===== src/rtl/core/assert_macros.svh =====
// Assertion helpers used by the RTL of the string decoder core.
`ifndef ASSERT_MACROS_SVH
`define ASSERT_MACROS_SVH

// Checked at every rising clock edge while reset is released.
`define ESD_ASSERT(label, prop, msg) \
  label: assert property (@(posedge clk_i) disable iff (!rst_ni) (prop)) else $error(msg);

// Checked at every rising clock edge, also while reset is held.
`define ESD_ASSERT_ALWAYS(label, prop, msg) \
  label: assert property (@(posedge clk_i) (prop)) else $error(msg);

`endif


===== src/rtl/core/esd_pkg.sv =====
package esd_pkg;

  // Escape parser modes, one-hot.
  typedef enum logic [6:0] {
    MODE_NORMAL = 7'b0000001,
    MODE_ESC    = 7'b0000010,
    MODE_HEX    = 7'b0000100,
    MODE_OCT    = 7'b0001000,
    MODE_USTART = 7'b0010000,
    MODE_U4     = 7'b0100000,
    MODE_UBRACE = 7'b1000000
  } mode_e;

  typedef enum logic [2:0] {
    ST_OK           = 3'd0,
    ST_BAD_LETTER   = 3'd1,
    ST_BAD_OCTAL    = 3'd2,
    ST_BAD_HEX      = 3'd3,
    ST_BAD_UNICODE  = 3'd4,
    ST_BAD_CODE_PT  = 3'd5,
    ST_NUM_ABOVE_3  = 3'd6,
    ST_UNTERMINATED = 3'd7
  } status_e;

  typedef struct packed {
    logic [7:0] out_byte;
    logic       byte_valid;
    logic       end_of_string;
    status_e    status;
  } res_t;

  localparam int unsigned MaxResults = 4;

  localparam logic [31:0] BraceLimit  = 32'h0FFF_FFFF;
  localparam logic [31:0] CodePointMax = 32'h0010_FFFF;
  localparam logic [31:0] SurrogateLo  = 32'h0000_D800;
  localparam logic [31:0] SurrogateHi  = 32'h0000_DFFF;

  localparam logic [7:0] ChBackslash = 8'h5C;
  localparam logic [7:0] ChOpenBrace = 8'h7B;
  localparam logic [7:0] ChCloseBrace = 8'h7D;
  localparam logic [7:0] ChZero      = 8'h30;
  localparam logic [7:0] ChThree     = 8'h33;
  localparam logic [7:0] ChSeven     = 8'h37;
  localparam logic [7:0] ChNine      = 8'h39;

  // Returns {is_hex_digit, digit_value}.
  function automatic logic [4:0] hex_digit(input logic [7:0] b);
    logic [4:0] r;
    r = 5'd0;
    if (b >= 8'h30 && b <= 8'h39) begin
      r = {1'b1, b[3:0]};
    end else if ((b >= 8'h61 && b <= 8'h66) || (b >= 8'h41 && b <= 8'h46)) begin
      r = {1'b1, b[3:0] + 4'd9};
    end
    return r;
  endfunction

endpackage


===== src/rtl/core/esd_in_if.sv =====
interface esd_in_if;
  logic       valid;
  logic       ready;
  logic [7:0] in_byte;
  logic       is_final;

  modport source (output valid, output in_byte, output is_final, input ready);
  modport sink   (input valid, input in_byte, input is_final, output ready);
endinterface


===== src/rtl/core/esd_out_if.sv =====
interface esd_out_if;
  logic       valid;
  logic       ready;
  logic [7:0] out_byte;
  logic       byte_valid;
  logic       end_of_string;
  logic [2:0] status;
  logic       run_last;

  modport source (output valid, output out_byte, output byte_valid, output end_of_string,
                  output status, output run_last, input ready);
  modport sink   (input valid, input out_byte, input byte_valid, input end_of_string,
                  input status, input run_last, output ready);
endinterface


===== src/rtl/core/escaped_string_decoder_core.sv =====
// Channel | Direction | Payload                                        | Handshake
// in_i    | sink      | in_byte[7:0], is_final                         | valid/ready
// out_o   | source    | out_byte[7:0], byte_valid, end_of_string,      | valid/ready
//         |           | status[2:0], run_last                          |
//
// Each input item is decoded in the cycle it is accepted; its results, up to four, are
// loaded into a result group register and leave one per cycle while the output is ready,
// from the next cycle on. With the output always ready, only an item with two or more
// results closes the input, and the next item enters as the last result leaves.
// Reset returns the parser to normal text mode and empties the result group.
// A stalled output keeps its result and the input stays closed until the group drains.
`include "assert_macros.svh"

module escaped_string_decoder_core
  import esd_pkg::*;
(
  input  logic       clk_i,
  input  logic       rst_ni,
  esd_in_if.sink     in_i,
  esd_out_if.source  out_o
);

  // Parser state.
  mode_e       mode_q, mode_d;
  logic [31:0] acc_q, acc_d;
  logic [3:0]  cnt_q, cnt_d;
  logic        fault_q, fault_d;

  // Result group: the results of one item, read out by index.
  res_t        grp_q [MaxResults];
  res_t        res_d [MaxResults];
  logic [2:0]  grp_n_q;
  logic [2:0]  res_n;
  logic [1:0]  idx_q;

  logic in_accept, out_take, last_take;

  // Actions requested by the escape parser; resolved after the mode case.
  logic        do_emit, do_fail, do_cp;
  logic [7:0]  emit_val;
  status_e     fail_st;
  logic [31:0] cp_val;
  logic [4:0]  hx;
  logic        lone_zero;
  logic        alpha;

  assign hx    = hex_digit(in_i.in_byte);
  assign alpha = (in_i.in_byte >= 8'h61 && in_i.in_byte <= 8'h7A) ||
                 (in_i.in_byte >= 8'h41 && in_i.in_byte <= 8'h5A);
  assign lone_zero = !fault_q && (mode_q == MODE_OCT) && (cnt_q == 4'd0) && (acc_q == 32'd0);

  always_comb begin
    mode_d   = mode_q;
    acc_d    = acc_q;
    cnt_d    = cnt_q;
    fault_d  = fault_q;
    do_emit  = 1'b0;
    do_fail  = 1'b0;
    do_cp    = 1'b0;
    emit_val = 8'd0;
    fail_st  = ST_OK;
    cp_val   = 32'd0;
    res_n    = 3'd0;
    for (int i = 0; i < MaxResults; i++) begin
      res_d[i] = '0;
    end

    if (in_i.is_final) begin
      // The closing quote always ends the literal; an open escape is reported
      // except for a lone \0, which still gives its zero byte first.
      if (lone_zero) begin
        res_d[0].byte_valid = 1'b1;
        res_n = 3'd1;
      end
      res_d[res_n[1:0]].end_of_string = 1'b1;
      res_d[res_n[1:0]].status = (!fault_q && mode_q != MODE_NORMAL && !lone_zero) ?
                                 ST_UNTERMINATED : ST_OK;
      res_n   = res_n + 3'd1;
      mode_d  = MODE_NORMAL;
      acc_d   = 32'd0;
      cnt_d   = 4'd0;
      fault_d = 1'b0;
    end else if (!fault_q) begin
      case (mode_q)
        MODE_ESC: begin
          if (alpha) begin
            case (in_i.in_byte)
              8'h61: begin do_emit = 1'b1; emit_val = 8'd7;  end
              8'h62: begin do_emit = 1'b1; emit_val = 8'd8;  end
              8'h74: begin do_emit = 1'b1; emit_val = 8'd9;  end
              8'h6E: begin do_emit = 1'b1; emit_val = 8'd10; end
              8'h76: begin do_emit = 1'b1; emit_val = 8'd11; end
              8'h66: begin do_emit = 1'b1; emit_val = 8'd12; end
              8'h72: begin do_emit = 1'b1; emit_val = 8'd13; end
              8'h78: begin
                mode_d = MODE_HEX;
                acc_d  = 32'd0;
                cnt_d  = 4'd0;
              end
              8'h75: begin
                mode_d = MODE_USTART;
                acc_d  = 32'd0;
                cnt_d  = 4'd0;
              end
              default: begin
                do_fail = 1'b1;
                fail_st = ST_BAD_LETTER;
              end
            endcase
          end else if (in_i.in_byte >= ChZero && in_i.in_byte <= ChNine) begin
            if (in_i.in_byte > ChThree) begin
              do_fail = 1'b1;
              fail_st = ST_NUM_ABOVE_3;
            end else begin
              mode_d = MODE_OCT;
              acc_d  = {30'd0, in_i.in_byte[1:0]};
              cnt_d  = 4'd0;
            end
          end else begin
            do_emit  = 1'b1;
            emit_val = in_i.in_byte;
          end
        end
        MODE_HEX: begin
          if (!hx[4]) begin
            do_fail = 1'b1;
            fail_st = ST_BAD_HEX;
          end else begin
            acc_d = {24'd0, acc_q[3:0], hx[3:0]};
            cnt_d = cnt_q + 4'd1;
            if (cnt_q + 4'd1 >= 4'd2) begin
              do_emit  = 1'b1;
              emit_val = acc_d[7:0];
            end
          end
        end
        MODE_OCT: begin
          if (in_i.in_byte < ChZero || in_i.in_byte > ChSeven) begin
            do_fail = 1'b1;
            fail_st = ST_BAD_OCTAL;
          end else begin
            acc_d = {24'd0, acc_q[4:0], in_i.in_byte[2:0]};
            cnt_d = cnt_q + 4'd1;
            if (cnt_q + 4'd1 >= 4'd2) begin
              do_emit  = 1'b1;
              emit_val = acc_d[7:0];
            end
          end
        end
        MODE_USTART: begin
          if (in_i.in_byte == ChOpenBrace) begin
            mode_d = MODE_UBRACE;
            acc_d  = 32'd0;
            cnt_d  = 4'd0;
          end else if (!hx[4]) begin
            do_fail = 1'b1;
            fail_st = ST_BAD_UNICODE;
          end else begin
            mode_d = MODE_U4;
            acc_d  = {28'd0, hx[3:0]};
            cnt_d  = 4'd1;
          end
        end
        MODE_U4: begin
          if (!hx[4]) begin
            do_fail = 1'b1;
            fail_st = ST_BAD_UNICODE;
          end else begin
            acc_d = {16'd0, acc_q[11:0], hx[3:0]};
            cnt_d = cnt_q + 4'd1;
            if (cnt_q + 4'd1 >= 4'd4) begin
              do_cp  = 1'b1;
              cp_val = acc_d;
            end
          end
        end
        MODE_UBRACE: begin
          if (in_i.in_byte == ChCloseBrace) begin
            do_cp  = 1'b1;
            cp_val = acc_q;
          end else if (!hx[4] || acc_q > BraceLimit) begin
            // A further digit once the value passes the limit would overflow.
            do_fail = 1'b1;
            fail_st = ST_BAD_UNICODE;
          end else begin
            acc_d = {acc_q[27:0], hx[3:0]};
          end
        end
        default: begin
          // Normal text, and the recovery path for an unused mode code.
          mode_d = MODE_NORMAL;
          acc_d  = 32'd0;
          cnt_d  = 4'd0;
          if (in_i.in_byte == ChBackslash) begin
            mode_d = MODE_ESC;
          end else begin
            do_emit  = 1'b1;
            emit_val = in_i.in_byte;
          end
        end
      endcase

      // A code point outside Unicode or in the surrogate range is an error.
      if (do_cp && (cp_val > CodePointMax ||
                    (cp_val >= SurrogateLo && cp_val <= SurrogateHi))) begin
        do_cp   = 1'b0;
        do_fail = 1'b1;
        fail_st = ST_BAD_CODE_PT;
      end

      if (do_fail) begin
        res_d[0].status = fail_st;
        res_n   = 3'd1;
        fault_d = 1'b1;
      end else if (do_emit) begin
        res_d[0].out_byte   = emit_val;
        res_d[0].byte_valid = 1'b1;
        res_n = 3'd1;
      end else if (do_cp) begin
        // UTF-8 encoding, one to four bytes.
        for (int i = 0; i < MaxResults; i++) begin
          res_d[i].byte_valid = 1'b1;
        end
        if (cp_val < 32'h80) begin
          res_d[0].out_byte = cp_val[7:0];
          res_n = 3'd1;
        end else if (cp_val < 32'h800) begin
          res_d[0].out_byte = {3'b110, cp_val[10:6]};
          res_d[1].out_byte = {2'b10, cp_val[5:0]};
          res_n = 3'd2;
        end else if (cp_val < 32'h10000) begin
          res_d[0].out_byte = {4'b1110, cp_val[15:12]};
          res_d[1].out_byte = {2'b10, cp_val[11:6]};
          res_d[2].out_byte = {2'b10, cp_val[5:0]};
          res_n = 3'd3;
        end else begin
          res_d[0].out_byte = {5'b11110, cp_val[20:18]};
          res_d[1].out_byte = {2'b10, cp_val[17:12]};
          res_d[2].out_byte = {2'b10, cp_val[11:6]};
          res_d[3].out_byte = {2'b10, cp_val[5:0]};
          res_n = 3'd4;
        end
      end

      if (do_fail || do_emit || do_cp) begin
        mode_d = MODE_NORMAL;
        acc_d  = 32'd0;
        cnt_d  = 4'd0;
      end
    end
  end

  // Handshake. The input is open while the group is empty or its last result leaves.
  assign out_take  = out_o.valid && out_o.ready;
  assign last_take = out_take && ({1'b0, idx_q} == grp_n_q - 3'd1);
  assign in_i.ready = (grp_n_q == 3'd0) || last_take;
  assign in_accept = in_i.valid && in_i.ready;

  always_ff @(posedge clk_i or negedge rst_ni) begin
    if (!rst_ni) begin
      mode_q  <= MODE_NORMAL;
      acc_q   <= 32'd0;
      cnt_q   <= 4'd0;
      fault_q <= 1'b0;
      grp_n_q <= 3'd0;
      idx_q   <= 2'd0;
    end else begin
      if (in_accept) begin
        mode_q  <= mode_d;
        acc_q   <= acc_d;
        cnt_q   <= cnt_d;
        fault_q <= fault_d;
      end
      // A new group replaces the one whose last result leaves in this cycle.
      if (in_accept && res_n != 3'd0) begin
        grp_n_q <= res_n;
        idx_q   <= 2'd0;
      end else if (last_take) begin
        grp_n_q <= 3'd0;
        idx_q   <= 2'd0;
      end else if (out_take) begin
        idx_q <= idx_q + 2'd1;
      end
    end
  end

  // Result payload needs no reset; the count qualifies it.
  always_ff @(posedge clk_i) begin
    if (in_accept && res_n != 3'd0) begin
      for (int i = 0; i < MaxResults; i++) begin
        grp_q[i] <= res_d[i];
      end
    end
  end

  assign out_o.valid         = (grp_n_q != 3'd0);
  assign out_o.out_byte      = grp_q[idx_q].out_byte;
  assign out_o.byte_valid    = grp_q[idx_q].byte_valid;
  assign out_o.end_of_string = grp_q[idx_q].end_of_string;
  assign out_o.status        = grp_q[idx_q].status;
  assign out_o.run_last      = ({1'b0, idx_q} == grp_n_q - 3'd1);

  `ESD_ASSERT(a_grp_count_range, grp_n_q <= 3'd4, "result group count above four")
  `ESD_ASSERT(a_idx_in_group,
              out_o.valid |-> ({1'b0, idx_q} < grp_n_q),
              "read index past group end")
  `ESD_ASSERT(a_fault_in_normal, fault_q |-> (mode_q == MODE_NORMAL), "fault with escape open")
  `ESD_ASSERT(a_final_clears,
              (in_accept && in_i.is_final) |=>
                (!fault_q && mode_q == MODE_NORMAL && acc_q == 32'd0),
              "final item did not clear state")
  `ESD_ASSERT_ALWAYS(a_no_accept_when_full,
                     (out_o.valid && !out_o.ready) |-> !in_i.ready,
                     "input open while group stalled")

endmodule

===== src/flat_wrapper.sv =====
// flat-port wrapper written by rule: the top's interface ports become plain ports
module escaped_string_decoder_core_flat import esd_pkg::*;
  (clk_i, rst_ni, in_i_valid, in_i_in_byte, in_i_is_final, in_i_ready, out_o_valid, out_o_out_byte, out_o_byte_valid, out_o_end_of_string, out_o_status, out_o_run_last, out_o_ready);
  esd_in_if in_i_i ();
  esd_out_if out_o_i ();
  input  logic clk_i;
  input  logic rst_ni;
  input wire logic [$bits(in_i_i.valid)-1:0] in_i_valid;
  input wire logic [$bits(in_i_i.in_byte)-1:0] in_i_in_byte;
  input wire logic [$bits(in_i_i.is_final)-1:0] in_i_is_final;
  output wire logic [$bits(in_i_i.ready)-1:0] in_i_ready;
  output wire logic [$bits(out_o_i.valid)-1:0] out_o_valid;
  output wire logic [$bits(out_o_i.out_byte)-1:0] out_o_out_byte;
  output wire logic [$bits(out_o_i.byte_valid)-1:0] out_o_byte_valid;
  output wire logic [$bits(out_o_i.end_of_string)-1:0] out_o_end_of_string;
  output wire logic [$bits(out_o_i.status)-1:0] out_o_status;
  output wire logic [$bits(out_o_i.run_last)-1:0] out_o_run_last;
  input wire logic [$bits(out_o_i.ready)-1:0] out_o_ready;
  assign in_i_i.valid = in_i_valid;
  assign in_i_i.in_byte = in_i_in_byte;
  assign in_i_i.is_final = in_i_is_final;
  assign in_i_ready = in_i_i.ready;
  assign out_o_valid = out_o_i.valid;
  assign out_o_out_byte = out_o_i.out_byte;
  assign out_o_byte_valid = out_o_i.byte_valid;
  assign out_o_end_of_string = out_o_i.end_of_string;
  assign out_o_status = out_o_i.status;
  assign out_o_run_last = out_o_i.run_last;
  assign out_o_i.ready = out_o_ready;
  escaped_string_decoder_core u_core (.clk_i(clk_i), .rst_ni(rst_ni), .in_i(in_i_i), .out_o(out_o_i));
endmodule

===== config.mk =====
export PLATFORM = sky130hd
export DESIGN_NAME = escaped_string_decoder_core_flat
export DESIGN_NICKNAME = d
export VERILOG_FILES = /design/src/rtl/core/esd_pkg.sv /design/src/rtl/core/esd_in_if.sv /design/src/rtl/core/esd_out_if.sv /design/src/rtl/core/escaped_string_decoder_core.sv /design/src/flat_wrapper.sv
export VERILOG_INCLUDE_DIRS = /design/src /design/src/rtl/core
export SDC_FILE = /design/constraint.sdc
export NUM_CORES = 1
export LEC_CHECK = 0
export ABC_AREA = 1
export BUFFER_PORTS_ARGS = -buffer_cell sky130_fd_sc_hd__buf_2
export CELL_PAD_IN_SITES_DETAIL_PLACEMENT = 0
export CELL_PAD_IN_SITES_GLOBAL_PLACEMENT = 1
export CORE_UTILIZATION = 30
export CTS_BUF_LIST = sky130_fd_sc_hd__clkbuf_4
export DETAILED_ROUTE_END_ITERATION = 10
export PLACE_DENSITY = 0.63
export RECOVER_POWER = 100
export SYNTH_ARGS = -nofsm -noshare
export SYNTH_HDL_FRONTEND = slang
export SYNTH_SLANG_ARGS = --single-unit

===== constraint.sdc =====
create_clock -name clk_i -period 3.8 [get_ports clk_i]
set_clock_uncertainty 0.2 [all_clocks]
set_input_delay 0.57 -clock clk_i [delete_from_list [all_inputs] [get_ports clk_i]]
set_output_delay 0.57 -clock clk_i [all_outputs]
set_load 0.01 [all_outputs]

==> results of run 1 <==
-- power breakdown --
group	internal (µW)	leakage [µW]	switching (µW)	total, µW
combinational	242	0.00174	600	842
clock	279	0.0000869	333	612
sequential	1130	0.00102	81.7	1210
total	1650	0.00285	1010	2670
-- cell type report --
type | instances | area (µm²) | share of cell area
Multi-Input combinational cell | 581 | 3000 | 0.458
Clock inverter | 4 | 73.8 | 0.0113
Tap cell | 260 | 325 | 0.0496
Inverter | 111 | 418 | 0.0638
Timing Repair Buffer | 55 | 313 | 0.0477
Antenna cell | 1 | 2.50 | 0.000382
Sequential cell | 86 | 2340 | 0.357
Clock buffer | 11 | 82.6 | 0.0126
-- kinds of logic after synthesis --
family | count (synthesis)
other | 1
AOI/OAI and AO/OA | 174
muxes | 1
xor gates and xnor gates | 8
and+or+nand+nor | 389
adders and majority gates | 8
buffers and inverters | 132
DFF | 86
-- placed cells by master, fill, tap and decap left out, types with 7 or more instances in the layout --
cell | synthesis | layout
nand2_1 | 159 | 161
inv_1 | 94 | 98
nor2_1 | 90 | 90
nand3_1 | 72 | 72
o21ai_0 | 56 | 72
dfrtp_1 | 48 | 48
a21oi_1 | 41 | 41
edfxtp_1 | 37 | 37
clkbuf_1 | 15 | 22
buf_4 | 4 | 20
nor3_1 | 16 | 16
o22ai_1 | 12 | 12
buf_2 | 2 | 12
inv_2 | 15 | 11
clkbuf_4 | 0 | 11
nand4_1 | 8 | 9
nand2_2 | 11 | 9
a22oi_1 | 8 | 8
ha_1 | 8 | 8
o21ai_1 | 23 | 7
-- state kept, by name, summed over array words and instances, names as in the netlist --
register        cells
u_core.fault_q      1
u_core.grp_q       37
u_core.mode_q       7
u_core.idx_q        2
u_core.cnt_q        4
u_core.grp_n_q      3
u_core.acc_q       32
-- routing by layer --
metal | global-route usage | up-vias
li1 | - | 2796
met1 | 0.282 | 2589
met2 | 0.298 | 160
met4 | 0.0560 | 0
met3 | 0.0270 | 22
met5 | 0 | -
-- critical path, stage by stage, from the launching register on --
cell and delay (ns):
dfrtp_1 0.43, ha_1 0.21, xnor2_1 0.13, nand2_1 0.20, or2_2 0.38, nand2_1 0.12, inv_1 0.05, nand2_1 0.18
nand2_1 0.09, inv_1 0.10, nand3_1 0.09, nor2_2 0.17, nand4_1 0.15, clkbuf_1 0.19, nor2_4 0.15, buf_4 0.20
a21oi_1 0.08, a21oi_1 0.20
-- worst paths after layout --
check	cells after the start	slack [ns]	to
max reg2reg	17	0.39	u_core.acc_q[11]
min	2	0.25	u_core.fault_q
max in group asynchronous	2	1.39	u_core.acc_q[20]
max	17	0.39	u_core.acc_q[11]
min in group asynchronous	1	0.53	u_core.acc_q[26]
min reg2reg	2	0.30	u_core.acc_q[29]
-- stage by stage --
stage               hold slack, ns  utilization  cells  area (µm²)
floorplan                   0.0744            -    799        5870
global placement             0.263        0.341   1093        6460
detailed placement           0.266        0.341   1093        6460
CTS                         0.0311        0.349   1108        6610
global route                 0.243        0.346   1109        6560
finish                       0.248        0.346   1109        6560
==> reports/results.txt, run 1 <==
Sorting the synthesized cells by area gives the leading types as dfrtp_1 (20%), edfxtp_1 (19%), nand2_1 (10%). The startpoint of the worst hold path was in_i_is_final. The cell with the most instances after synthesis is nand2_1. Power spread over the standard cell area amounts to 407 nW/µm². In the synthesized netlist, the number of instances is 799. Setup repair after global routing left no endpoint under its margin. The leading register cell type out of synthesis was dfrtp_1.

In the final design database the tool counted 865 nets. Floorplan die width: 142 µm. Adding up every negative setup slack in the final design gives 0 ns. The total leakage power was 0.00285 µW; the starting density of the core was 0.310. The share of the synthesized area in the top cell type came out at 0.205.

The final number of setup-violating endpoints came out at 0. The total routing resource utilization after global routing is 0.194. The routed length per instance came out at 16.8 µm. Clock tree synthesis selected as its root buffer the cell clkbuf_4.

The routed design could run at a clock period as short as 3.41 ns. The run finished, with violations left. The worst hold path belongs to the class in -> reg. Later-pin clock latency in the skew report: 0.48 ns. Summed over all layers, the global routing overflow is 0. In this run the vertical extent of the chip is 142 µm.

The flip-flop and latch count after synthesis is 86, and the detailed-router iteration count before antenna repair is 5. The run gives 38 as the count of final max-slew check failures. Yosys printed 0 warnings. The worst slack after detailed placement is 0.0638 ns. Gates resized during post-CTS repair numbered 0. The tools report the remaining antenna violation count after routing as 0. In this run the standard cell core region covers 19000 µm². The worst register-to-register path begins at u_core.cnt_q[0]. The final reports fail on capacitance limit, slew limit.

The routed design uses 8220 µm of met2 wire. The first routing iteration left 462 violations. The tools report the hold buffer count at CTS as 0. The highest metal layer carrying signal wires in the routed design is met4. In the final routing, the length of wire on met1 measures 9310 µm. The first-pass GRT wire length is 29700 µm, and the top fanout value on the critical path is 11. CTS saw 86 sinks. The share of post-route cells with drive strength above 1 works out to 0.112. The share of the clock period used by the worst path after layout works out to 0.897. The tools report the total setup buffers inserted after CTS as 0.

The run gives 5318 as the via count of the first global-routing pass. The total wire length is 18600 µm. From synthesis to final layout, the design area changed by 11.7%.

TritonCTS created 9 clock buffers. The mapped netlist covers 5870 µm². The share of synthesized flip-flops with an asynchronous set or reset is 0.570. TritonCTS built the clock tree. Based on the critical path, the design can be clocked at up to 0.293 GHz. 29 I/O pins were placed. Maximum number of pins on one net before global-route repair: 40.

The share of the synthesized area in compound gates (AO/OA/AOI/OAI) came out at 0.172. The synthesized netlist net count came out at 820. The critical path arrival is 3.60 ns.

By area, the combinational part of the netlist is dominated by simple AND/OR/NAND/NOR gates. The number of distinct library cells after synthesis was 53. Register clock-pin slew on the reported worst setup and hold paths: 0.14 ns.

Xor and xnor fraction of the mapped netlist area: 0.0119. No sink is reached through more buffers than the 2 on the longest clock path. For this run, design rule violations remaining after detail routing come to 0.

Using the TritonRoute via totals, the vias-per-cell ratio works out to 5.02. Tightest slew margin relative to the limit: -0.488. The number of enable flip-flop cells after synthesis was 37. Input and output buffers added on the ports amount to 28. After detailed routing, the met3 layer carries 743 µm of wire.

The routed layout has 5567 vias. Ranked by instance count, the synthesized netlist is headed by nand2_1 (159), inv_1 (94), nor2_1 (90), nand3_1 (72), o21ai_0 (56). CTS built an H-tree with a depth of 3. At the end of routability-driven placement, the weighted congestion stood at 0.891. For the die area, the log shows 20100 µm².

STA classifies the critical path startpoint as a register. The filler cell count in the final layout was 2089; the pin slew with the least headroom to its limit was 2.23 ns. The half-perimeter wire length after detailed placement came out at 14600 µm. The critical path required time is 4.00 ns, and the total number of placement rows is 50. The worst setup path is captured at a register. The simple-gate share of the synthesized area was 0.310.

The tools report the first element of the critical path as u_core.cnt_q[0]. Register area share after synthesis: 0.398. The multiplexer area fraction after synthesis was 0.00192. The worst-case IR drop observed on VDD is 0.000124 V. The run gives 1 as the number of max-cap violations.

Of all cell types, the one taking the most synthesized area is dfrtp_1. For the final hold violation count, the log shows 0. For the initial antenna violation count, the log shows 1.

The run gives 0.391 ns as the worst path setup slack after routing. The share of synthesized cell area in full adder, half adder and majority cells works out to 0.0171. A synthesized cell averages 7.35 µm². The setup path with the least slack is of type reg -> reg. The total power is 2670 µW.
(Power assumes the default switching activity.)
==> run 2: changes to the inputs <==
--- a/config.mk
+++ b/config.mk
@@ -6,14 +6,13 @@
 export SDC_FILE = /design/constraint.sdc
 export NUM_CORES = 1
 export LEC_CHECK = 0
-export ABC_AREA = 1
-export BUFFER_PORTS_ARGS = -buffer_cell sky130_fd_sc_hd__buf_2
 export CELL_PAD_IN_SITES_DETAIL_PLACEMENT = 0
 export CELL_PAD_IN_SITES_GLOBAL_PLACEMENT = 1
 export CORE_UTILIZATION = 30
 export CTS_BUF_LIST = sky130_fd_sc_hd__clkbuf_4
 export DETAILED_ROUTE_END_ITERATION = 10
-export PLACE_DENSITY = 0.63
+export DONT_BUFFER_PORTS = 1
+export PLACE_DENSITY = 0.59
 export RECOVER_POWER = 100
 export SYNTH_ARGS = -nofsm -noshare
 export SYNTH_HDL_FRONTEND = slang
==> reports/results.txt, run 2 <==
The run finished, with violations left. The checks that failed: capacitance limit, slew limit. Worst hold path class: in -> reg. Ranked by total cell area, the synthesized netlist is headed by dfrtp_1 (21%), edfxtp_1 (19%), a22o_1 (5.1%). In this run, synthesis produced a sequential element count of 86. For the pin with the worst max-slew slack, the measured transition is 2.48 ns. Hold buffer count at CTS: 3. The total routing resource utilization after global routing was 0.182. After clock tree synthesis, the clock-pin slew on the worst setup and hold paths is 0.13 ns.

For the worst hold slack across all endpoints, the log shows 0.0853 ns. The maximum clock frequency was 0.277 GHz; the floorplan die width was 140 µm. After floorplanning, the core was sized to cover 18700 µm². The part of the power in registers was 0.488; the number of CTS-inserted buffers was 9. Counting along the longest clock path gives a buffer depth of 2. The number of distinct library cells after synthesis is 85, and the share of post-route cells with drive strength above 1 is 0.119. The clock share of power is 0.222, and the number of remaining DRC errors is 0.

The cell with the most instances after synthesis was nand2_1. Cell area after layout: 6190 µm². Sorting the synthesized cells by how often they occur yields nand2_1 (63), nor2_1 (50), dfrtp_1 (48), a21oi_1 (47), edfxtp_1 (37).

The worst register-to-register path has a depth of 9. The final layout contains 641 nets. In this run the static leakage power is 0.00236 µW. In this run the power density over the cells is 387 nW/µm². The combinational group share of total power is 0.290, and the number of max-cap violations is 1.

The final layout contains routed wiring with a total length of 17500 µm. Compared with the post-synthesis result, the final layout area differs by 8.25%. Before antenna repair, the detailed router went through 6 iterations.

The met1 wire length was 8060 µm. Category of the worst setup path capture point: a register. The logs give 3 for the CTS H-tree depth and 29 for the top-level I/O count.

Signal routing reaches up to met4. The share of synthesized flip-flops with an asynchronous set or reset was 0.570; the top fanout value on the critical path was 32. The final number of setup-violating endpoints was 0.

The share of the synthesized area in the top cell type is 0.210. The run gives 813 µW as the switching power total. Detailed route wirelength on metal3: 1080 µm. The count of buffers inserted at the top-level ports was 0; the tightest slew margin relative to the limit was -0.656. TritonCTS built the clock tree.

The wire-length estimate of the detail-placed layout is 13200 µm. In the synthesized netlist the dominant register cell turns out to be dfrtp_1. The logs give 6070 µm² for the standard cell area after detailed placement and 4951 for the total number of vias. Summed over all layers, the global routing overflow is 0. Mean post-synth cell area: 9.30 µm². For the critical path arrival, the log shows 3.56 ns. Wire segments on met2 add up to 7990 µm in the final route. The switching part of the total power was 0.339; the maximum number of pins on one net before global-route repair was 50. The count of final max-slew check failures is 50, and the die area is 19600 µm². From bottom edge to top edge, the die measures 140 µm. The tools report the later-pin clock latency in the skew report as 0.47 ns. In the layout the commonest cells are nand2_1 (63), nor2_1 (50), dfrtp_1 (48), a21oi_1 (47), edfxtp_1 (37). Counting flops with a built-in enable in the synthesized netlist gives 37.

Critical path required time: 3.75 ns. The largest registers in the layout are u_core.grp_q (37), u_core.acc_q (32), u_core.mode_q (7). The cell area after synthesis came out at 5720 µm². The first-pass GRT wire length came out at 27300 µm. Once the clock tree was built, the setup fixing pass inserted 0 buffers.

Detailed-route vias per instance: 5.77. Counting the fill cells in the layout gives 1909. The total negative slack for setup checks is 0 ns, and the number of sinks driven by the clock tree is 86.

The number of flip-flops in the largest register was 37. The initial antenna violation count is 0, and the internal power is 1580 µW. The worst setup path is of the reg -> reg kind. The worst hold path was traced through 3 stages. The tools report the placer congestion estimate as 0.886. The library cell used most frequently in the layout, excluding fill and tap cells, is nand2_1.

Number of gates given a new drive strength after cts: 0. For the finished layout, the period the worst path requires is 3.61 ns. The largest area contributor in the netlist was dfrtp_1. The worst setup path is launched from a register. The worst voltage drop across the vdd grid came out at 0.000188 V. Register area share after synthesis: 0.409. More flip-flops sit in one register than any other, and that register is u_core.grp_q.

Starting density of the core: 0.306. Setup repair after global routing left no endpoint under its margin. The share of the clock period used by the worst path after layout was 0.950. The final hold violation count came out at 0.

The number of nets in the synthesized netlist is 636. The routed length per instance came out at 20.4 µm. The yosys synthesis warning count was 0; the post-synthesis instance total was 615.

The tools report the total number of placement rows as 50. The via count of the first global-routing pass was 4686. The count of routing violations after the opening detailed-route iteration came out at 506.

The tools report the master cell of the clock root buffer as clkbuf_4. The count of nets left with antenna violations once routing finished came out at 0. The antenna diode count is 0.
[run 2: changes by cell type after synthesis, sizes merged, moves of 6 or more]
| cell | previous run | this run |
|---|---|---|
| or3 | 0 | 7 |
| a22oi | 8 | 14 |
| a22o | 1 | 33 |
| buf | 6 | 25 |
| nor2b | 0 | 6 |
| nand2 | 173 | 63 |
| nor2 | 103 | 52 |
| nand2b | 0 | 14 |
| inv | 109 | 22 |
| and3 | 0 | 6 |
| nand3 | 75 | 17 |
| and2 | 0 | 11 |
| mux4 | 0 | 7 |
| o21ai | 79 | 36 |
[run 2: per-layer routing]
metal  up-vias  track usage
li1       2331            -
met1      2422        0.255
met2       173        0.284
met3        25       0.0263
met5         -            0
met4         0       0.0671
[run 2: cell type report]
class                   instances  area (µm²)  share of cell area
clock buffers                  12        90.1              0.0146
clock inverters                 3        47.5             0.00768
inverters                      22        82.6              0.0133
multi-input cells             466        3090               0.499
flip-flops and latches         86        2340               0.378
well taps                     234         293              0.0473
repair buffers                 35         246              0.0398
[run 2: power by group through the flow]
| stage | sequential (µW) | combinational, µW | clock [µW] |
|---|---|---|---|
| 2_1_floorplan | 1170 | 541 | 0 |
| 3_3_place_gp | 1190 | 701 | 0 |
| 3_5_place_dp | 1190 | 705 | 0 |
| 4_1_cts | 1170 | 726 | 554 |
| 5_1_grt | 1180 | 762 | 581 |
| 6_report | 1170 | 695 | 533 |
[run 2: final timing paths]
kind	startpoint	end	slack (ns)
setup reg to reg	u_core.mode_q[1]	u_core.grp_q[0][10]	0.19
hold reg to reg	u_core.acc_q[31]	u_core.acc_q[31]	0.33
max in group asynchronous	rst_ni	u_core.cnt_q[0]	0.58
min in group asynchronous	rst_ni	u_core.acc_q[2]	1.42
setup / recovery	u_core.mode_q[1]	u_core.grp_q[0][10]	0.19
hold / removal	out_o_ready	u_core.grp_n_q[2]	0.09
[run 2: cells by family (layout without fill, tap and decap cells)]
group                    after synthesis  after routing  share of synthesized area
buffers and inverters                 63             72                     0.0534
adder cells (fa/ha/maj)                8              8                     0.0175
multiplexers                          11             11                     0.0350
XOR/XNOR                               8              8                     0.0123
AND/OR/NAND/NOR                      231            231                      0.217
other                                  1              1                   0.000656
AO/OA/AOI/OAI                        207            207                      0.255
flip-flops                            86             86                      0.409
[run 2: per-stage QoR]
stage	utilization	cells	power (µW)	worst slack, ns
3_5_place_dp	0.325	840	1900	0.0692
5_1_grt	0.331	858	2520	0.0283
3_3_place_gp	0.325	840	1890	0.186
6_report	0.331	858	2400	0.191
2_1_floorplan	-	615	1710	0.0139
4_1_cts	0.335	858	2450	0.271
[run 2: worst max-delay path: stages, from the launching register on]
cell     delay [ns]
dfrtp_1        0.40
or4b_1         0.59
nor4_4         0.56
buf_4          0.30
o31a_1         0.15
a21oi_1        0.05
a32oi_1        0.30
a41oi_1        0.29
o21ai_4        0.14
buf_6          0.29
==> run 3: changes to the inputs <==
--- a/config.mk
+++ b/config.mk
@@ -6,13 +6,11 @@
 export SDC_FILE = /design/constraint.sdc
 export NUM_CORES = 1
 export LEC_CHECK = 0
-export CELL_PAD_IN_SITES_DETAIL_PLACEMENT = 0
-export CELL_PAD_IN_SITES_GLOBAL_PLACEMENT = 1
 export CORE_UTILIZATION = 30
 export CTS_BUF_LIST = sky130_fd_sc_hd__clkbuf_4
 export DETAILED_ROUTE_END_ITERATION = 10
 export DONT_BUFFER_PORTS = 1
-export PLACE_DENSITY = 0.59
+export PLACE_DENSITY = 0.5
 export RECOVER_POWER = 100
 export SYNTH_ARGS = -nofsm -noshare
 export SYNTH_HDL_FRONTEND = slang
==> reports/results.txt, run 3 (synthesized netlist as in run 2, its figures left out) <==
The run finished, with violations left. The final reports fail on capacitance limit, slew limit. Measured along the y axis, the die boundary spans 140 µm. The worst path needs 3.62 ns of the cycle, external delays included. The initial antenna violation count was 0; the number of CTS-inserted buffers was 9. Part of the power in registers: 0.502. The pin slew with the least headroom to its limit works out to 2.37 ns. The tools report the master cell of the clock root buffer as clkbuf_4. For the CTS H-tree depth, the log shows 3. The tools report the total setup buffers inserted after CTS as 0. The area taken by multi-input logic gates is 3100 µm². Summing over every cut layer, the via total after detailed routing is 4902. The run gives 0.179 as the total routing resource utilization after global routing. The largest registers in the layout are u_core.grp_q (37), u_core.acc_q (32), u_core.mode_q (7). The register clock-pin slew on the reported worst setup and hold paths is 0.13 ns, and the worst voltage drop across the vdd grid is 0.000142 V. Setup repair after global routing left no endpoint under its margin.

In this run the static leakage power is 0.00233 µW. The number of max-cap violations was 1. Measured along the x axis, the die boundary spans 140 µm. In this run the power spent charging and discharging nets is 830 µW. 29 I/O pins were placed. Starting density of the core: 0.306. STA classifies the critical path endpoint as a register. Area used by sequential logic in the layout: 2340 µm². The remaining antenna violation count after routing is 0. The share of the clock period used by the worst path after layout is 0.952, and the floorplan core area is 18700 µm².

Buffers placed on the I/O ports in this run total 0. The logs give 0.903 for the placer congestion estimate and 12900 µm for the half-perimeter wire length after detailed placement. The die area was 19600 µm². The final number of setup-violating endpoints is 0. The most common cell after layout, fill and taps aside is nand2_1.

The area growth from synthesis to layout is 8.05%. The library cells used most frequently in the layout, excluding fill and tap cells, are nand2_1 (63), nor2_1 (50), dfrtp_1 (48), a21oi_1 (47), edfxtp_1 (37). The clock reaches the later pin of the worst-skew pair after 0.46 ns.

The first detailed-routing pass took 5 iterations. First-pass GRT wire length: 27300 µm. The worst hold path class is in -> reg.

The run gives 4.00 ns as the critical path required time. Filler cell count in the final layout: 1938. Hold is met by 0.0852 ns. The combinational group share of total power is 0.300, and the top fanout value on the critical path is 16. The number of flip-flops in the largest register came out at 37. The longest clock path from root to sink contains 2 buffers.

The switching part of the total power was 0.356; the detailed-route vias per instance was 5.70. The internal power is 1500 µW. Total negative slack for setup checks: 0 ns.

STA puts the critical path data arrival time at 3.82 ns. The share of post-route cells with drive strength above 1 was 0.110; the tightest slew margin relative to the limit was -0.578. The run gives 4869 as the via count of the first global-routing pass. The run gives 0.182 ns as the worst path setup slack after routing. The tools report the startpoint type of the worst setup path as a register. Based on the critical path, the design can be clocked at up to 0.276 GHz. For the final hold violation count, the log shows 0.

Routed length per instance: 19.7 µm. Dividing total power by cell area gives a power density of 377 nW/µm². Maximum number of pins on one net before global-route repair: 50. The logs give 0.198 for the clock share of power and 642 for the final net count. TritonCTS built the clock tree.

The logs give 2330 µW for the total power and 50 for the total number of placement rows. The number of sinks driven by the clock tree is 86, and the count of routing violations after the opening detailed-route iteration is 537. The final layout contains routed wiring with a total length of 17000 µm. In the routed design, unresolved DRC markers number 0. The register name with the most flops was u_core.grp_q. The count of final max-slew check failures was 50. By startpoint and endpoint, the worst setup path is classified as reg -> reg. The antenna diode count is 0. Timing analysis after detailed placement gives a worst setup slack of 0.0927 ns.

For the remaining global-route overflow, the log shows 0.
==> run 3: worst paths after layout <==
check                                 start                 to  slack (ns)  cells after the start
max                        u_core.mode_q[0]   u_core.acc_q[27]        0.18                     10
min reg2reg                u_core.acc_q[29]   u_core.acc_q[29]        0.33                      1
min in group asynchronous            rst_ni   u_core.acc_q[24]        1.35                      2
max in group asynchronous            rst_ni   u_core.mode_q[2]        0.69                      2
min                             out_o_ready  u_core.grp_n_q[2]        0.09                      3
max reg2reg                u_core.mode_q[0]   u_core.acc_q[27]        0.18                     10
==> run 3: per-stage QoR <==
stage	utilization	instances	area, µm²
after CTS	0.334	860	6240
after global placement	0.325	841	6080
after global routing	0.330	860	6180
after floorplan	-	615	5750
final	0.330	860	6180
after detailed placement	0.325	841	6080
==> run 3: timing repair <==
item / CTS / global route
endpoints found under the setup margin: 0 / 0
hold buffers: 3 / 0
hold endpoints to repair: 50 / 0
resized for setup: 0 / 0
==> run 3: layout make-up <==
| cell class | count | share of cell area |
|---|---|---|
| Sequential cell | 86 | 0.378 |
| Tap cell | 234 | 0.0474 |
| Multi-Input combinational cell | 466 | 0.501 |
| Inverter | 22 | 0.0134 |
| Clock inverter | 6 | 0.00587 |
| Timing Repair Buffer | 36 | 0.0415 |
| Clock buffer | 10 | 0.0122 |
==> run 3: metal layers <==
layer | wire length [µm] | vias up | GRT usage
met3 | 1020 | 24 | 0.0325
met1 | 7740 | 2367 | 0.244
li1 | - | 2331 | -
met5 | 0 | - | 0
met2 | 7890 | 180 | 0.286
met4 | 326 | 0 | 0.0625
==> run 3: power groups by stage <==
stage	Combinational, µW	Sequential, µW	Clock (µW)
after global placement	698	1190	0
final	700	1170	461
after floorplan	541	1170	0
after CTS	729	1170	481
after global routing	779	1180	508
after detailed placement	710	1190	0
==> run 3: worst max-delay path: stages, from the launching register on <==
cell	delay, ns
dfstp_1	0.74
nor3_1	0.11
clkbuf_1	0.23
nand2_1	0.30
nor2_1	0.09
o32ai_1	0.28
clkbuf_1	0.20
nand4b_1	0.17
or4_4	0.66
nor2_4	0.37
a22o_1	0.20
